**src/rtl/cfs_pkg.sv**
```systemverilog
// shared types, constants and the control program of the can frame serializer
// no dependencies; every rtl file refers to it by scoped names
`default_nettype none

package cfs_pkg;

    localparam int MAX_PAYLOAD_BYTES = 8;
    localparam int CHUNK_W           = 8;
    localparam int VALID_W           = 4;
    localparam int FILL_W            = (CHUNK_W > 1) ? $clog2(CHUNK_W) : 1;

    localparam int BASE_W = 11;
    localparam int EXT_W  = 18;
    localparam int DLC_W  = 4;
    localparam int DATA_W = 64;
    localparam int CRC_W  = 15;
    localparam int NB_W   = 4;
    localparam int LEN_W  = 7;
    localparam int STEP_W = 5;
    localparam int RUN_W  = 3;

    localparam logic [CRC_W-1:0] CRC_POLY  = 15'h4599;
    localparam logic [RUN_W-1:0] STUFF_RUN = 3'd5;
    localparam int               TAIL_BITS = 10;

    // step addresses used as jump targets
    localparam logic [STEP_W-1:0] ST_STD_HDR = 5'd3;
    localparam logic [STEP_W-1:0] ST_EXT_HDR = 5'd8;
    localparam logic [STEP_W-1:0] ST_DATA_CK = 5'd15;
    localparam logic [STEP_W-1:0] ST_CRC     = 5'd17;

    typedef enum logic [1:0] {
        OP_EMIT = 2'd0,
        OP_JUMP = 2'd1,
        OP_END  = 2'd2
    } t_op;

    typedef enum logic [2:0] {
        SRC_ZERO = 3'd0,
        SRC_ONE  = 3'd1,
        SRC_BASE = 3'd2,
        SRC_EXT  = 3'd3,
        SRC_RTR  = 3'd4,
        SRC_DLC  = 3'd5,
        SRC_DATA = 3'd6,
        SRC_CRC  = 3'd7
    } t_src;

    typedef enum logic [1:0] {
        COND_ALWAYS = 2'd0,
        COND_EXT    = 2'd1,
        COND_NODATA = 2'd2
    } t_cond;

    typedef struct packed {
        t_op               op;
        t_src              src;
        logic [LEN_W-1:0]  len;
        logic              len_data;
        logic              stuff;
        logic              fin;
        t_cond             cond;
        logic [STEP_W-1:0] target;
    } t_uword;

    // sequencer to datapath
    typedef struct packed {
        logic emit;
        t_src src;
        logic stuff;
        logic last;
    } t_ctrl;

    // datapath to sequencer
    typedef struct packed {
        logic             stall;
        logic             ide;
        logic             nodata;
        logic [LEN_W-1:0] data_len;
    } t_stat;

    function automatic t_uword emit_w(input t_src src, input int len, input logic len_data,
                                      input logic stuff, input logic fin);
        t_uword w;
        w.op       = OP_EMIT;
        w.src      = src;
        w.len      = LEN_W'(len);
        w.len_data = len_data;
        w.stuff    = stuff;
        w.fin      = fin;
        w.cond     = COND_ALWAYS;
        w.target   = '0;
        return w;
    endfunction

    function automatic t_uword jump_w(input t_cond cond, input logic [STEP_W-1:0] target);
        t_uword w;
        w.op       = OP_JUMP;
        w.src      = SRC_ZERO;
        w.len      = '0;
        w.len_data = 1'b0;
        w.stuff    = 1'b0;
        w.fin      = 1'b0;
        w.cond     = cond;
        w.target   = target;
        return w;
    endfunction

    // control program: one word per step
    function automatic t_uword ucode(input logic [STEP_W-1:0] step);
        t_uword w;
        w        = jump_w(COND_ALWAYS, '0);
        w.op     = OP_END;
        case (step)
            5'd0:  w = emit_w(SRC_ZERO, 1, 1'b0, 1'b1, 1'b0);       // sof
            5'd1:  w = emit_w(SRC_BASE, BASE_W, 1'b0, 1'b1, 1'b0);
            5'd2:  w = jump_w(COND_EXT, ST_EXT_HDR);
            5'd3:  w = emit_w(SRC_RTR, 1, 1'b0, 1'b1, 1'b0);
            5'd4:  w = emit_w(SRC_ZERO, 1, 1'b0, 1'b1, 1'b0);       // ide
            5'd5:  w = emit_w(SRC_ZERO, 1, 1'b0, 1'b1, 1'b0);       // r0
            5'd6:  w = emit_w(SRC_DLC, DLC_W, 1'b0, 1'b1, 1'b0);
            5'd7:  w = jump_w(COND_ALWAYS, ST_DATA_CK);
            5'd8:  w = emit_w(SRC_ONE, 1, 1'b0, 1'b1, 1'b0);        // srr
            5'd9:  w = emit_w(SRC_ONE, 1, 1'b0, 1'b1, 1'b0);        // ide
            5'd10: w = emit_w(SRC_EXT, EXT_W, 1'b0, 1'b1, 1'b0);
            5'd11: w = emit_w(SRC_RTR, 1, 1'b0, 1'b1, 1'b0);
            5'd12: w = emit_w(SRC_ZERO, 1, 1'b0, 1'b1, 1'b0);       // r1
            5'd13: w = emit_w(SRC_ZERO, 1, 1'b0, 1'b1, 1'b0);       // r0
            5'd14: w = emit_w(SRC_DLC, DLC_W, 1'b0, 1'b1, 1'b0);
            5'd15: w = jump_w(COND_NODATA, ST_CRC);
            5'd16: w = emit_w(SRC_DATA, 0, 1'b1, 1'b1, 1'b0);
            5'd17: w = emit_w(SRC_CRC, CRC_W, 1'b0, 1'b1, 1'b0);
            5'd18: w = emit_w(SRC_ONE, TAIL_BITS, 1'b0, 1'b0, 1'b1); // delimiters and eof
            default: begin
                w.op = OP_END;
            end
        endcase
        return w;
    endfunction

endpackage

`default_nettype wire

```
**src/rtl/cfs_sequencer.sv**
```systemverilog
// step counter, bit counter and jump logic over the control program
// depends on cfs_pkg (program table, control and status structs)
`default_nettype none

module cfs_sequencer (
    input  wire logic           i_clk,
    input  wire logic           i_rst_n,
    input  wire logic           i_load,
    input  wire cfs_pkg::t_stat i_stat,
    output cfs_pkg::t_ctrl      o_ctrl
);

    logic [cfs_pkg::STEP_W-1:0] r_step, n_step;
    logic [cfs_pkg::LEN_W-1:0]  r_cnt, n_cnt;
    logic                       r_active, n_active;

    cfs_pkg::t_uword            uw;
    logic [cfs_pkg::LEN_W-1:0]  len;
    logic                       step_done;
    logic                       cond_true;
    logic                       run;

    always_comb begin
        uw        = cfs_pkg::ucode(r_step);
        len       = uw.len_data ? i_stat.data_len : uw.len;
        step_done = (cfs_pkg::LEN_W'(r_cnt + 1'b1) == len);
        run       = r_active && !i_stat.stall;
        case (uw.cond)
            cfs_pkg::COND_EXT:    cond_true = i_stat.ide;
            cfs_pkg::COND_NODATA: cond_true = i_stat.nodata;
            default:              cond_true = 1'b1;
        endcase

        o_ctrl.emit  = run && (uw.op == cfs_pkg::OP_EMIT);
        o_ctrl.src   = uw.src;
        o_ctrl.stuff = uw.stuff;
        o_ctrl.last  = uw.fin && step_done;
    end

    always_comb begin
        n_step   = r_step;
        n_cnt    = r_cnt;
        n_active = r_active;
        if (i_load) begin
            n_step   = '0;
            n_cnt    = '0;
            n_active = 1'b1;
        end else if (run) begin
            case (uw.op)
                cfs_pkg::OP_EMIT: begin
                    if (step_done) begin
                        n_step = cfs_pkg::STEP_W'(r_step + 1'b1);
                        n_cnt  = '0;
                        if (uw.fin) begin
                            n_active = 1'b0;
                        end
                    end else begin
                        n_cnt = cfs_pkg::LEN_W'(r_cnt + 1'b1);
                    end
                end
                cfs_pkg::OP_JUMP: begin
                    n_step = cond_true ? uw.target : cfs_pkg::STEP_W'(r_step + 1'b1);
                end
                default: begin
                    n_active = 1'b0;
                end
            endcase
        end
    end

    always_ff @(posedge i_clk) begin
        if (!i_rst_n) begin
            r_step   <= '0;
            r_cnt    <= '0;
            r_active <= 1'b0;
        end else begin
            r_step   <= n_step;
            r_cnt    <= n_cnt;
            r_active <= n_active;
        end
    end

endmodule

`default_nettype wire

```
**src/rtl/cfs_datapath.sv**
```systemverilog
// field shift registers, crc-15 and bit stuffing of the can frame serializer
// depends on cfs_pkg (widths, source codes, control and status structs)
`default_nettype none

module cfs_datapath (
    input  wire logic                         i_clk,
    input  wire logic                         i_rst_n,
    input  wire logic                         i_load,
    input  wire logic [cfs_pkg::BASE_W-1:0]   i_base_id,
    input  wire logic [cfs_pkg::EXT_W-1:0]    i_extension_id,
    input  wire logic                         i_extended_frame,
    input  wire logic                         i_remote_request,
    input  wire logic [cfs_pkg::DLC_W-1:0]    i_length_code,
    input  wire logic [cfs_pkg::DATA_W-1:0]   i_payload,
    input  wire cfs_pkg::t_ctrl               i_ctrl,
    output cfs_pkg::t_stat                    o_stat,
    output logic                              o_bit,
    output logic                              o_bit_valid,
    output logic                              o_last
);

    logic [cfs_pkg::BASE_W-1:0] r_base, n_base;
    logic [cfs_pkg::EXT_W-1:0]  r_ext, n_ext;
    logic [cfs_pkg::DLC_W-1:0]  r_dlc, n_dlc;
    logic [cfs_pkg::DATA_W-1:0] r_data, n_data;
    logic [cfs_pkg::CRC_W-1:0]  r_crc, n_crc;
    logic [cfs_pkg::NB_W-1:0]   r_nbytes, n_nbytes;
    logic                       r_ide, n_ide;
    logic                       r_rtr, n_rtr;

    logic [cfs_pkg::RUN_W-1:0]  r_run, n_run;
    logic                       r_prev, n_prev;
    logic                       r_pend, n_pend;

    logic                       raw;
    logic                       feed;

    always_comb begin
        case (i_ctrl.src)
            cfs_pkg::SRC_ONE:  raw = 1'b1;
            cfs_pkg::SRC_BASE: raw = r_base[cfs_pkg::BASE_W-1];
            cfs_pkg::SRC_EXT:  raw = r_ext[cfs_pkg::EXT_W-1];
            cfs_pkg::SRC_RTR:  raw = r_rtr;
            cfs_pkg::SRC_DLC:  raw = r_dlc[cfs_pkg::DLC_W-1];
            cfs_pkg::SRC_DATA: raw = r_data[cfs_pkg::DATA_W-1];
            cfs_pkg::SRC_CRC:  raw = r_crc[cfs_pkg::CRC_W-1];
            default:           raw = 1'b0;
        endcase
        feed = raw ^ r_crc[cfs_pkg::CRC_W-1];

        o_bit       = r_pend ? ~r_prev : raw;
        o_bit_valid = r_pend || i_ctrl.emit;
        o_last      = i_ctrl.emit && i_ctrl.last;

        o_stat.stall    = r_pend;
        o_stat.ide      = r_ide;
        o_stat.nodata   = (r_nbytes == '0);
        o_stat.data_len = cfs_pkg::LEN_W'({r_nbytes, 3'b000});
    end

    // field registers: each source is consumed once, msb first
    always_comb begin
        n_base   = r_base;
        n_ext    = r_ext;
        n_dlc    = r_dlc;
        n_data   = r_data;
        n_crc    = r_crc;
        n_nbytes = r_nbytes;
        n_ide    = r_ide;
        n_rtr    = r_rtr;
        if (i_load) begin
            n_base = i_base_id;
            n_ext  = i_extension_id;
            n_dlc  = i_length_code;
            n_data = i_payload;
            n_crc  = '0;
            n_ide  = i_extended_frame;
            n_rtr  = i_remote_request;
            if (i_remote_request) begin
                n_nbytes = '0;
            end else if (i_length_code > cfs_pkg::DLC_W'(cfs_pkg::MAX_PAYLOAD_BYTES)) begin
                n_nbytes = cfs_pkg::NB_W'(cfs_pkg::MAX_PAYLOAD_BYTES);
            end else begin
                n_nbytes = cfs_pkg::NB_W'(i_length_code);
            end
        end else if (i_ctrl.emit) begin
            case (i_ctrl.src)
                cfs_pkg::SRC_BASE: n_base = {r_base[cfs_pkg::BASE_W-2:0], 1'b0};
                cfs_pkg::SRC_EXT:  n_ext  = {r_ext[cfs_pkg::EXT_W-2:0], 1'b0};
                cfs_pkg::SRC_DLC:  n_dlc  = {r_dlc[cfs_pkg::DLC_W-2:0], 1'b0};
                cfs_pkg::SRC_DATA: n_data = {r_data[cfs_pkg::DATA_W-2:0], 1'b0};
                default: begin
                    n_base = r_base;
                end
            endcase
            if (i_ctrl.src == cfs_pkg::SRC_CRC) begin
                n_crc = {r_crc[cfs_pkg::CRC_W-2:0], 1'b0};
            end else if (i_ctrl.stuff) begin
                n_crc = {r_crc[cfs_pkg::CRC_W-2:0], 1'b0} ^ (feed ? cfs_pkg::CRC_POLY : '0);
            end
        end
    end

    // run tracking; the inserted bit starts the next run
    always_comb begin
        n_run  = r_run;
        n_prev = r_prev;
        n_pend = r_pend;
        if (i_load) begin
            n_run  = '0;
            n_prev = 1'b0;
            n_pend = 1'b0;
        end else if (r_pend) begin
            n_prev = ~r_prev;
            n_run  = cfs_pkg::RUN_W'(1);
            n_pend = 1'b0;
        end else if (i_ctrl.emit && i_ctrl.stuff) begin
            if ((r_run == '0) || (raw != r_prev)) begin
                n_prev = raw;
                n_run  = cfs_pkg::RUN_W'(1);
            end else begin
                n_run = cfs_pkg::RUN_W'(r_run + 1'b1);
            end
            n_pend = (n_run == cfs_pkg::STUFF_RUN);
        end
    end

    always_ff @(posedge i_clk) begin
        r_base   <= n_base;
        r_ext    <= n_ext;
        r_dlc    <= n_dlc;
        r_data   <= n_data;
        r_crc    <= n_crc;
        r_nbytes <= n_nbytes;
        r_ide    <= n_ide;
        r_rtr    <= n_rtr;
    end

    always_ff @(posedge i_clk) begin
        if (!i_rst_n) begin
            r_run  <= '0;
            r_prev <= 1'b0;
            r_pend <= 1'b0;
        end else begin
            r_run  <= n_run;
            r_prev <= n_prev;
            r_pend <= n_pend;
        end
    end

    // a pending stuff bit must freeze the program
    a_stall_blocks_emit: assert property (@(posedge i_clk) disable iff (!i_rst_n)
        r_pend |-> !i_ctrl.emit)
        else $error("program emitted a bit while a stuff bit was pending");

    a_run_bounded: assert property (@(posedge i_clk) disable iff (!i_rst_n)
        (r_run == cfs_pkg::STUFF_RUN) |-> r_pend)
        else $error("run of five without a pending stuff bit");

endmodule

`default_nettype wire

```
**src/rtl/cfs_chunker.sv**
```systemverilog
// packs the serial line bits into chunks, first bit in the top position
// depends on cfs_pkg (chunk and count widths)
`default_nettype none

module cfs_chunker (
    input  wire logic                          i_clk,
    input  wire logic                          i_rst_n,
    input  wire logic                          i_bit,
    input  wire logic                          i_bit_valid,
    input  wire logic                          i_last,
    output logic                               o_done,
    output logic                               o_strobe,
    output logic [cfs_pkg::CHUNK_W-1:0]        o_line_bits,
    output logic [cfs_pkg::VALID_W-1:0]        o_valid_bits,
    output logic                               o_last_chunk
);

    logic [cfs_pkg::CHUNK_W-1:0] r_chunk, n_chunk;
    logic [cfs_pkg::FILL_W-1:0]  r_fill, n_fill;
    logic                        r_strobe, n_strobe;
    logic [cfs_pkg::CHUNK_W-1:0] r_out, n_out;
    logic [cfs_pkg::VALID_W-1:0] r_cnt, n_cnt;
    logic                        r_olast, n_olast;

    logic [cfs_pkg::CHUNK_W-1:0] put;
    logic [cfs_pkg::FILL_W-1:0]  idx;
    logic                        flush;

    always_comb begin
        idx      = cfs_pkg::FILL_W'(cfs_pkg::CHUNK_W - 1) - r_fill;
        put      = r_chunk;
        put[idx] = i_bit;
        flush    = i_bit_valid
                   && ((r_fill == cfs_pkg::FILL_W'(cfs_pkg::CHUNK_W - 1)) || i_last);

        n_chunk  = r_chunk;
        n_fill   = r_fill;
        n_strobe = 1'b0;
        n_out    = r_out;
        n_cnt    = r_cnt;
        n_olast  = r_olast;
        if (flush) begin
            n_chunk  = '0;
            n_fill   = '0;
            n_strobe = 1'b1;
            n_out    = put;
            n_cnt    = cfs_pkg::VALID_W'(r_fill) + 1'b1;
            n_olast  = i_last;
        end else if (i_bit_valid) begin
            n_chunk = put;
            n_fill  = cfs_pkg::FILL_W'(r_fill + 1'b1);
        end
    end

    always_ff @(posedge i_clk) begin
        if (!i_rst_n) begin
            r_chunk  <= '0;
            r_fill   <= '0;
            r_strobe <= 1'b0;
        end else begin
            r_chunk  <= n_chunk;
            r_fill   <= n_fill;
            r_strobe <= n_strobe;
        end
    end

    always_ff @(posedge i_clk) begin
        r_out   <= n_out;
        r_cnt   <= n_cnt;
        r_olast <= n_olast;
    end

    assign o_done       = flush && i_last;
    assign o_strobe     = r_strobe;
    assign o_line_bits  = r_out;
    assign o_valid_bits = r_cnt;
    assign o_last_chunk = r_olast;

endmodule

`default_nettype wire

```
**src/rtl/can_frame_serializer_with_stuffing.sv**
```systemverilog
// top level of the can frame serializer: request capture, busy flag and wiring
// depends on cfs_pkg, cfs_sequencer, cfs_datapath and cfs_chunker
//
// usage
//   a frame request is taken at a rising edge with start high and busy low;
//   the request fields are captured then and need not be held afterwards.
//   the frame leaves as a series of chunks of up to eight line bits, first
//   transmitted bit in bit 7, each shown for one cycle with o_strobe high;
//   o_valid_bits gives the valid leading bits and o_last_chunk marks the end.
//   the receiver has no way to hold results off and must take every strobe.
// timing
//   the control program produces one line bit per cycle, except while it executes
//   a program jump (three for a standard frame, two for an extended one).
//   the first chunk is strobed from the chunker's output registers once its
//   eighth line bit has been packed.
//   busy falls in the cycle of the last strobe; the next request may be taken
//   at the edge that ends it.
// reset
//   synchronous and active low; it idles the program, drops busy and clears
//   any partly filled chunk.
`default_nettype none

module can_frame_serializer_with_stuffing (
    input  wire logic                          i_clk,
    input  wire logic                          i_rst_n,
    input  wire logic                          start,
    output logic                               busy,
    input  wire logic [cfs_pkg::BASE_W-1:0]    i_base_id,
    input  wire logic [cfs_pkg::EXT_W-1:0]     i_extension_id,
    input  wire logic                          i_extended_frame,
    input  wire logic                          i_remote_request,
    input  wire logic [cfs_pkg::DLC_W-1:0]     i_length_code,
    input  wire logic [cfs_pkg::DATA_W-1:0]    i_payload,
    output logic                               o_strobe,
    output logic [cfs_pkg::CHUNK_W-1:0]        o_line_bits,
    output logic [cfs_pkg::VALID_W-1:0]        o_valid_bits,
    output logic                               o_last_chunk
);

    logic           r_busy, n_busy;
    logic           load;
    logic           done;
    logic           line_bit;
    logic           line_bit_valid;
    logic           line_last;
    cfs_pkg::t_ctrl ctrl;
    cfs_pkg::t_stat stat;

    assign load = start && !r_busy;
    assign busy = r_busy;

    always_comb begin
        n_busy = r_busy;
        if (load) begin
            n_busy = 1'b1;
        end else if (done) begin
            n_busy = 1'b0;
        end
    end

    always_ff @(posedge i_clk) begin
        if (!i_rst_n) begin
            r_busy <= 1'b0;
        end else begin
            r_busy <= n_busy;
        end
    end

    cfs_sequencer u_seq (
        .i_clk   (i_clk),
        .i_rst_n (i_rst_n),
        .i_load  (load),
        .i_stat  (stat),
        .o_ctrl  (ctrl)
    );

    cfs_datapath u_dp (
        .i_clk            (i_clk),
        .i_rst_n          (i_rst_n),
        .i_load           (load),
        .i_base_id        (i_base_id),
        .i_extension_id   (i_extension_id),
        .i_extended_frame (i_extended_frame),
        .i_remote_request (i_remote_request),
        .i_length_code    (i_length_code),
        .i_payload        (i_payload),
        .i_ctrl           (ctrl),
        .o_stat           (stat),
        .o_bit            (line_bit),
        .o_bit_valid      (line_bit_valid),
        .o_last           (line_last)
    );

    cfs_chunker u_chunk (
        .i_clk        (i_clk),
        .i_rst_n      (i_rst_n),
        .i_bit        (line_bit),
        .i_bit_valid  (line_bit_valid),
        .i_last       (line_last),
        .o_done       (done),
        .o_strobe     (o_strobe),
        .o_line_bits  (o_line_bits),
        .o_valid_bits (o_valid_bits),
        .o_last_chunk (o_last_chunk)
    );

    a_busy_after_start: assert property (@(posedge i_clk) disable iff (!i_rst_n)
        (start && !busy) |=> busy)
        else $error("request taken but busy did not rise");

    a_idle_on_last: assert property (@(posedge i_clk) disable iff (!i_rst_n)
        (o_strobe && o_last_chunk) |-> !busy)
        else $error("busy still high on the final chunk transfer");

    a_valid_count: assert property (@(posedge i_clk) disable iff (!i_rst_n)
        o_strobe |-> ((o_valid_bits != '0)
                      && (o_valid_bits <= cfs_pkg::VALID_W'(cfs_pkg::CHUNK_W))))
        else $error("chunk transfer with a bad valid bit count");

    a_no_bits_when_idle: assert property (@(posedge i_clk) disable iff (!i_rst_n)
        !busy |-> !line_bit_valid)
        else $error("line bit produced while no frame is in progress");

endmodule

`default_nettype wire
```
**config.mk**
```make
export PLATFORM = sky130hd
export DESIGN_NAME = can_frame_serializer_with_stuffing
export DESIGN_NICKNAME = d
export VERILOG_FILES = /design/src/rtl/cfs_pkg.sv /design/src/rtl/cfs_sequencer.sv /design/src/rtl/cfs_datapath.sv /design/src/rtl/cfs_chunker.sv /design/src/rtl/can_frame_serializer_with_stuffing.sv
export SDC_FILE = /design/constraint.sdc
export NUM_CORES = 1
export LEC_CHECK = 0
export BUFFER_PORTS_ARGS = -buffer_cell sky130_fd_sc_hd__buf_2
export CAP_MARGIN = 30
export CORE_MARGIN = 4
export CORE_UTILIZATION = 33
export CTS_CLUSTER_DIAMETER = 30
export CTS_CLUSTER_SIZE = 12
export DETAILED_ROUTE_END_ITERATION = 10
export PLACE_DENSITY = 0.56
export SYNTH_ARGS = -nofsm -noshare
export SYNTH_HDL_FRONTEND = slang
export SYNTH_SLANG_ARGS = --single-unit
```
**constraint.sdc**
```tcl
create_clock -name i_clk -period 9.8 [get_ports i_clk]
set_input_delay 1.47 -clock i_clk [delete_from_list [all_inputs] [get_ports i_clk]]
set_output_delay 1.47 -clock i_clk [all_outputs]
set_load 0.05 [all_outputs]
```
==> results of run 1 <==
state kept, by name, summed over array words and instances (netlist names), 3 cells and up:
signal	cells
u_chunk.o_line_bits	8
u_chunk.o_valid_bits	4
u_chunk.r_chunk	8
u_chunk.r_fill	3
u_dp.r_base	11
u_dp.r_crc	15
u_dp.r_data	64
u_dp.r_dlc	4
u_dp.r_ext	18
u_dp.r_nbytes	4
u_dp.r_run	3
u_seq.r_cnt	7
u_seq.r_step	5
per-layer routing:
metal	up-vias	global-route usage	routed length, microns
li1	3014	-	-
met1	2803	0.187	8330
met2	169	0.215	8080
met3	26	0.0368	1090
met4	4	0.0423	323
met5	-	0	24
report_power, final:
group	switching (W)	total (W)	leakage (nW)	internal (W)
clock network	0.000316	0.000658	0.283	0.000342
logic	0.000126	0.000201	2.09	0.0000753
registers	0.0000189	0.000814	1.49	0.000795
cell usage after synthesis, drive strengths merged, types with 10 or more instances:
cell,instances,area share
nor2,24,0.011
dfxtp,46,0.12
ha,12,0.019
a21oi,32,0.020
nand2,328,0.16
o21ai,24,0.018
nor3,13,0.0082
inv,19,0.0090
clkbuf,30,0.014
buf,16,0.013
nand3,10,0.0063
edfxtp,116,0.44
final cells by class:
class                   count  area, sq um
clock buffers              17          425
clock inverters            15          161
fillers                  2343        14200
inverters                  19         72.6
multi-input cells         592         3300
flip-flops and latches    162         4400
well taps                 319          399
repair buffers            122          658
cells by family after synthesis:
family | count (synthesis) | share of synthesized area
xor+xnor | 19 | 0.0314
simple gates | 431 | 0.231
buf+inv | 65 | 0.0357
fa+ha+maj | 12 | 0.0189
mux | 15 | 0.0203
flops | 162 | 0.553
compound gates | 115 | 0.109
metrics by stage:
step	total power (W)	area [sq um]
6_report	0.00167	9420
3_3_place_gp	0.00103	8790
3_5_place_dp	0.00103	8840
2_1_floorplan	0.000968	7960
5_1_grt	0.00175	9420
4_1_cts	0.00170	9420
worst register-to-register path, delay by kind of cell (launching register included):
family	cells	cell delay [ps]
DFF	1	830
and+or+nand+nor	3	760
buffers and inverters	3	890
adders and majority gates	1	310
AOI/OAI and AO/OA	2	870
worst min-delay path by stage:
stage	depth (start not counted)	slack, ps	end
6_report	2	450	u_dp.r_crc[9]$_SDFFE_PP0P_
5_1_grt	2	480	u_dp.r_crc[13]$_SDFFE_PP0P_
4_1_cts	2	450	u_dp.r_crc[5]$_SDFFE_PP0P_
3_5_place_dp	2	440	u_dp.r_crc[5]$_SDFFE_PP0P_
3_3_place_gp	2	440	u_dp.r_crc[5]$_SDFFE_PP0P_
2_1_floorplan	2	430	u_dp.r_crc[11]$_SDFFE_PP0P_
==> results.md, run 1 <==
* CP startpoint: u_seq.r_step[4]$_SDFFE_PP0P_
* Place WS at just under 6000 ps
* GRT overflow at 0
* Post-route setup TNS at 0 ps
* Worst slew pin tran at 922 ps
* Vias per inst at 4.83
* First-pass GRT wire length at between 20000 and 30000 microns
* Antenna violations before repair at 2
* Pin count of the biggest net entering global routing at 69
* Placed cells at 1214
* Vias at 6016
* Seq/Total Area, Yosys at 0.553
* I/O pin cnt at between 100 and 150
* Critical Path Slowest Stage Cell: dfxtp_1
* Ys async rst share at 0
* Minimum hold slack at 449 ps
* Slowest stage delay, CP at 830 ps
* Final core utilization at 0.399
* Worst-path clk slew at approximately 70 ps
* Max-cap viol count at 0
* Bufs on Longest Clock Path at 2
* Flops & latches, synth at between 150 and 200
* Top_reg_cell synth: edfxtp_1
* Worst clock skew at 15.9 ps
* Syn avg cell area at 9.72 sq um
* Bufs and invs on worst path at 3
* CTS tree: done
* Fraction of layout cells with a size suffix above 1 at 0.202
* CP max FO at 42
* Data required time at the worst endpoint at 9860 ps
* Hold Path Origin: u_dp.r_crc[8]$_SDFFE_PP0P_
* Vias in the first global route at between 5000 and 6000
* Setup crit end kind: register
* Leak at approximately 3.9 nW
* Post-cts sizing count at 0
* Worst setup path class: register to register
* Pins Over Slew Limit at 0
* Hold Vio Cnt, Final at 0
* CTS Hold Buffers Added at 0
* CTS Buf Count at 17
* Cells after Synth at a little over 800
* Most frequent cells in the layout: nand2_1 (327), buf_2 (116), edfxtp_1 (116)
* Sinks on Clock Net at 162
* Core area at 0.0236 sq mm
* Initial core utilization at 0.337
* Worst rel slew slack at 0.385
* Dpl hpwl at 12300 microns
* Critical Path Start Type: register
* Peak supply drop at 131 uV
* Fmax at 245 MHz
* Final ANT Viol Nets at 0
* Ant diodes at 0
* Arrival time worst endpoint at 4130 ps
* Number of synthesized flops with an enable pin at 116
* Die X at 163 microns
* CTS root buffer: clkbuf_16
* DR WL/cell at between 10 and 15 microns
* Synth-to-layout area growth at 18.4%
* Hold Crit Class: register to register
* GPL Wtd Cong at 0.833
* CP top delay family: buffers and inverters
* Finished Layout Cells at 1246
* Later-pin clock latency in the skew report at 440 ps
* Reg-to-reg endpoint: u_dp.r_data[21]$_DFFE_PP_
* FP Rows at 56
* DRC viols at 0
* Final setup viols at 0
* Worst setup path endpoint: u_dp.r_data[21]$_DFFE_PP_
* # H-tree levels at 4
* Reg-to-reg startpoint: u_seq.r_step[4]$_SDFFE_PP0P_
* Outcome: completed
* Total power divided by cell area at 178 mW/mm^2
* IO Port Bufs at 116
* RSZ-0062 raised after global routing: false
* Die Height at around 160 microns
* Total Routed Length at roughly 18000 microns
* Period Utilization, post-route at 0.416
* Commonest non-fill, non-tap cell in the layout: nand2_1
* R2R cell count at 9
* Synth Net Count at 933
* Die area at 0.0267 sq mm
* Drt first pass iters at 5
* Min cycle time layout at slightly above 4000 ps
* Initial DRC count at between 400 and 500
* Final-stage net count at 1028
* Setup ws final at around 5700 ps
* Crit-path cells: inv_1 -> ha_1 -> inv_1 -> o31a_1 -> nand2_1 -> nor2_1 -> nand2_1 -> o21ai_4 -> buf_4
* Stages on worst setup path at 9
* R2R setup slack at 5720 ps
* Post-CTS Setup Inserts at 0
* Synthesized area at 0.00796 sq mm
* Synth Warn # at 0
* Synth cell types at 70
* GRT Util Overall at 0.137
Power figures use the tool's default switching activity.
==> run 2, diff against run 1 <==
- PLACE_DENSITY: 0.56 -> 0.58
- clock period: 9.8 -> 3.5 ns (I/O delays scaled with it)
==> results.md, run 2 (synthesis gave the netlist of run 1 again) <==
* Initial core utilization at 0.337
* Hold depth at 1
* Sinks on Clock Net at about 160
* Peak supply drop at ~310 uV
* Post-cts sizing count at 0
* Total Routed Length at 18000 microns
* Post-CTS Setup Inserts at 0
* First-pass GRT wire length at 29800 microns
* Comb pwr share at 0.122
* GPL Wtd Cong at around 0.85
* Dpl hpwl at 12500 microns
* Worst slew pin tran at 797 ps
* Biggest registers after layout: u_dp.r_data (64), u_dp.r_ext (18), u_dp.r_crc (15)
* DRC viols at 0
* IO Port Bufs at 116
* Drt first pass iters at 5
* CP max FO at 25
* Pin count of the biggest net entering global routing at 65
* Pins Over Slew Limit at 0
* GRT overflow at 0
* Place WS at 361 ps
* Max reg flops at between 60 and 70
* Reg with most FFs: u_dp.r_data
* Multi-input gate area at between 0.003 and 0.004 sq mm
* Setup crit end kind: register
* R2R cell count at 8
* Switch Pwr at 0.00125 W
* Period Utilization, post-route at 0.896
* Die Height at between 150 and 200 microns
* Critical Path Start Type: register
* I/O pin cnt at 117
* Worst rel slew slack at 0.468
* # H-tree levels at 4
* Commonest non-fill, non-tap cell in the layout: nand2_1
* Worst-path clk slew at about 70 ps
* Fraction of layout cells with a size suffix above 1 at 0.217
* Die X at between 150 and 200 microns
* Antenna violations before repair at 4
* Hold Vio Cnt, Final at 0
* Reg-to-reg startpoint: u_seq.r_step[0]$_SDFFE_PP0P_
* WHS Endpoint: u_dp.r_ide$_DFFE_PP_
* CTS root buffer: clkbuf_16
* Setup ws final at 363 ps
* CTS tree: done
* Hold Crit Class: primary input to register
* Fillers at 2355
* Hold Path Origin: i_extended_frame
* Clock share of power at 0.409
* Later-pin clock latency in the skew report at approximately 420 ps
* Worst setup path class: register to register
* Final ANT Viol Nets at 0
* Part of the power in registers at 0.468
* Synth-to-layout area growth at 21.2%
* Core area at between 0.02 and 0.025 sq mm
* RSZ-0062 raised after global routing: false
* FP Rows at 56
* Outcome: completed
* Leak at 4.00 nW
* Post-route setup TNS at 0 ps
* Arrival time worst endpoint at 3190 ps
* Vias in the first global route at roughly 6000
* Sequential cell area at 0.00440 sq mm
* Bufs on Longest Clock Path at 2
* CTS Buf Count at 17
* Final-stage net count at 1047
* Reg-to-reg endpoint: u_chunk.o_line_bits[4]$_DFFE_PP_
* Total power divided by cell area at approximately 500 mW/mm^2
* Fmax at between 300 and 400 MHz
* CTS Hold Buffers Added at 0
* Min cycle time layout at about 3100 ps
* Max-cap viol count at 0
* Die area at between 0.02 and 0.03 sq mm
* Most frequent cells in the layout: nand2_1 (327), buf_2 (116), edfxtp_1 (116)
* DR WL/cell at 14.2 microns
* Vias per inst at 4.74
* Vias at 6005
* Switching Share at 0.257
* GRT Util Overall at 0.137
* R2R setup slack at 360 ps
* Data required time at the worst endpoint at 3550 ps
* Initial DRC count at 403
* Final setup viols at 0
* Worst clock skew at between 8 and 9 ps
* Int Power at 0.00362 W
run 2: power by group through the flow:
stage               registers [W]  logic [W]  clock network [W]
floorplan                 0.00231   0.000400                  0
global placement          0.00232   0.000602                  0
detailed placement        0.00232   0.000603                  0
CTS                       0.00228   0.000606            0.00204
global route              0.00229   0.000678            0.00213
finish                    0.00228   0.000596            0.00199
run 2: stage by stage:
step                std cells  total power (W)   util  instance area [sq um]  hold WS, ps
global route             1266          0.00510  0.408                   9650          263
CTS                      1265          0.00493  0.408                   9640          261
floorplan                 819          0.00270      -                   7980          429
detailed placement       1233          0.00293  0.382                   9020          444
finish                   1266          0.00487  0.408                   9650          275
global placement         1233          0.00292  0.382                   9020          439
run 2: critical path, stage by stage (launching register included):
cell	delay [ps]
dfxtp_1	350
inv_1	110
ha_1	420
nand4bb_1	190
or3_1	340
a21boi_0	160
o22ai_1	120
or3_1	420
o2bb2ai_4	650
run 2: worst max path at each step:
stage                                 startpoint                                 to  cells after the start
finish              u_seq.r_step[0]$_SDFFE_PP0P_   u_chunk.o_line_bits[4]$_DFFE_PP_                      8
global route        u_seq.r_step[0]$_SDFFE_PP0P_     u_chunk.o_last_chunk$_DFFE_PP_                      8
CTS                 u_seq.r_step[0]$_SDFFE_PP0P_  u_chunk.o_valid_bits[2]$_DFFE_PP_                      8
detailed placement  u_seq.r_step[0]$_SDFFE_PP0P_   u_chunk.o_line_bits[3]$_DFFE_PP_                      8
global placement    u_seq.r_step[0]$_SDFFE_PP0P_   u_chunk.o_line_bits[4]$_DFFE_PP_                      8
floorplan           u_seq.r_step[3]$_SDFFE_PP0P_       u_dp.r_data[0]$_SDFFCE_PN0P_                     10
run 2: cell type report:
| cell class | count | area share |
|---|---|---|
| well taps | 319 | 0.0414 |
| clock inverters | 14 | 0.0198 |
| diodes | 1 | 0.000259 |
| repair buffers | 141 | 0.0874 |
| flip-flops and latches | 162 | 0.457 |
| clock buffers | 18 | 0.0445 |
| multi-input cells | 592 | 0.342 |
| inverters | 19 | 0.00752 |
run 2: routing by layer:
metal  GRT usage  part of all wire
met5           0            0.0012
met4      0.0374             0.015
met3      0.0416             0.058
met2       0.202              0.43
met1       0.197              0.49
==> run 3, diff against run 2 <==
- CORE_MARGIN: 4 -> unset
==> results.md, run 3 (synthesis gave the netlist of run 1 again) <==
* Total power at 0.00461 W
* Outcome: completed
* Die Height at 157 microns
* Max-cap viol count at 0
* Later-pin clock latency in the skew report at 430 ps
* Setup ws final at 318 ps
* CP max FO at 8
* Antenna violations before repair at 3
* Period Utilization, post-route at 0.909
* GPL Wtd Cong at between 0.8 and 0.9
* Arrival time worst endpoint at approximately 3500 ps
* CTS tree: done
* Vias per inst at 4.71
* GRT Util Overall at 0.149
* Initial core utilization at 0.338
* Post-route setup TNS at 0 ps
* Drt first pass iters at 4
* Post-route cell area at 0.00945 sq mm
* Pins Over Slew Limit at 0
* Worst slew pin tran at 817 ps
* Hold Crit Class: primary input to register
* CTS root buffer: clkbuf_16
* Bufs on Longest Clock Path at 2
* Final-stage net count at ~1000
* RSZ-0062 raised after global routing: false
* FP Rows at 56
* Leak at approximately 4 nW
* Worst-path clk slew at approximately 60 ps
* CTS Buf Count at 17
* Synth-to-layout area growth at 18.8%
* Final setup viols at 0
* Max reg flops at 64
* Hold depth at 1
* Finished Layout Cells at 1256
* CTS Hold Buffers Added at 0
* Total power divided by cell area at 488 mW/mm^2
* R2R cell count at 11
* Vias at 5916
* Fillers at around 2400
* Reg with most FFs: u_dp.r_data
* First-pass GRT wire length at 29000 microns
* Placed cell area at 0.00889 sq mm
* Slowest stage delay, CP at 570 ps
* Core area at 0.0235 sq mm
* Pin count of the biggest net entering global routing at 85
* # H-tree levels at 4
* Total Routed Length at roughly 17000 microns
* Worst setup path class: register to register
* Placed cells at roughly 1200
* Initial DRC count at 323
* Hold Vio Cnt, Final at 0
* Dpl hpwl at 11500 microns
* Most frequent cells in the layout: nand2_1 (327), buf_2 (116), edfxtp_1 (116)
* DRC viols at 0
* Fmax at between 300 and 400 MHz
* Critical Path Slowest Stage Cell: or4b_2
* Worst clock skew at 14.7 ps
* Sinks on Clock Net at ~160
* Peak supply drop at 270 uV
* Critical Path Start Type: register
* Data required time at the worst endpoint at 3830 ps
* Top cell by count, worst path: ha_1
* Vias in the first global route at 5825
* Sequential cell area at about 0.0044 sq mm
* Setup crit end kind: register
* Die X at 157 microns
* I/O pin cnt at 117
* Post-CTS Setup Inserts at 0
* Post-cts sizing count at 0
* Crit-path cells: ha_1 -> and3_1 -> ha_1 -> ha_1 -> or4b_2 -> o21ai_0 -> nand2_1 -> nand2_1 -> o21ai_0 -> or4_1 -> o31ai_1
* Fraction of layout cells with a size suffix above 1 at 0.206
* Multi-input gate area at 0.00330 sq mm
* Die area at around 0.025 sq mm
* Place WS at 360 ps
* GRT overflow at 0
* Final ANT Viol Nets at 0
* DR WL/cell at 13.7 microns
* Commonest non-fill, non-tap cell in the layout: nand2_1
* IO Port Bufs at around 120
* Worst rel slew slack at 0.455
* Biggest registers after layout: u_dp.r_data (64), u_dp.r_ext (18), u_dp.r_crc (15)
* Min cycle time layout at around 3200 ps
[run 3: layout make-up]
cell class | instances | share of cell area
Sequential cell | 162 | 0.466
Antenna cell | 2 | 0.000530
Clock buffer | 21 | 0.0487
Clock inverter | 11 | 0.0102
Timing Repair Buffer | 130 | 0.0752
Inverter | 19 | 0.00768
Multi-Input combinational cell | 592 | 0.349
Tap cell | 319 | 0.0422
[run 3: worst paths after layout]
kind                                 from                            to  slack (ps)
min reg2reg   u_dp.r_crc[12]$_SDFFE_PP0P_   u_dp.r_crc[13]$_SDFFE_PP0P_         450
max          u_seq.r_step[0]$_SDFFE_PP0P_  u_seq.r_step[4]$_SDFFE_PP0P_         320
max reg2reg  u_seq.r_step[0]$_SDFFE_PP0P_  u_seq.r_step[4]$_SDFFE_PP0P_         320
min                      i_extended_frame          u_dp.r_ide$_DFFE_PP_         280
[run 3: critical path, delay by kind of cell (launching register included)]
family | cells | cell delay [ps]
flops | 1 | 420
fa+ha+maj | 3 | 710
simple gates | 5 | 1480
compound gates | 3 | 480
[run 3: through the flow]
stage               utilization  hold WS [ps]
detailed placement        0.378           445
global placement          0.378           439
floorplan                     -           429
global route              0.401           264
CTS                       0.401           261
finish                    0.401           283
[run 3: report_power, final]
part / internal (W) / switching [W] / leakage, nW
sequential: 0.00223 / 0.0000544 / 1.49
clock: 0.000967 / 0.000799 / 0.268
combinational: 0.000213 / 0.000349 / 2.13
[run 3: layer usage]
layer  vias up  GRT usage  routed length [microns]
li1       3036          -                        -
met1      2745      0.198                     8380
met2       120      0.230                     7600
met3        15     0.0441                     1080
met4         0     0.0467                      182
met5         -          0                        0
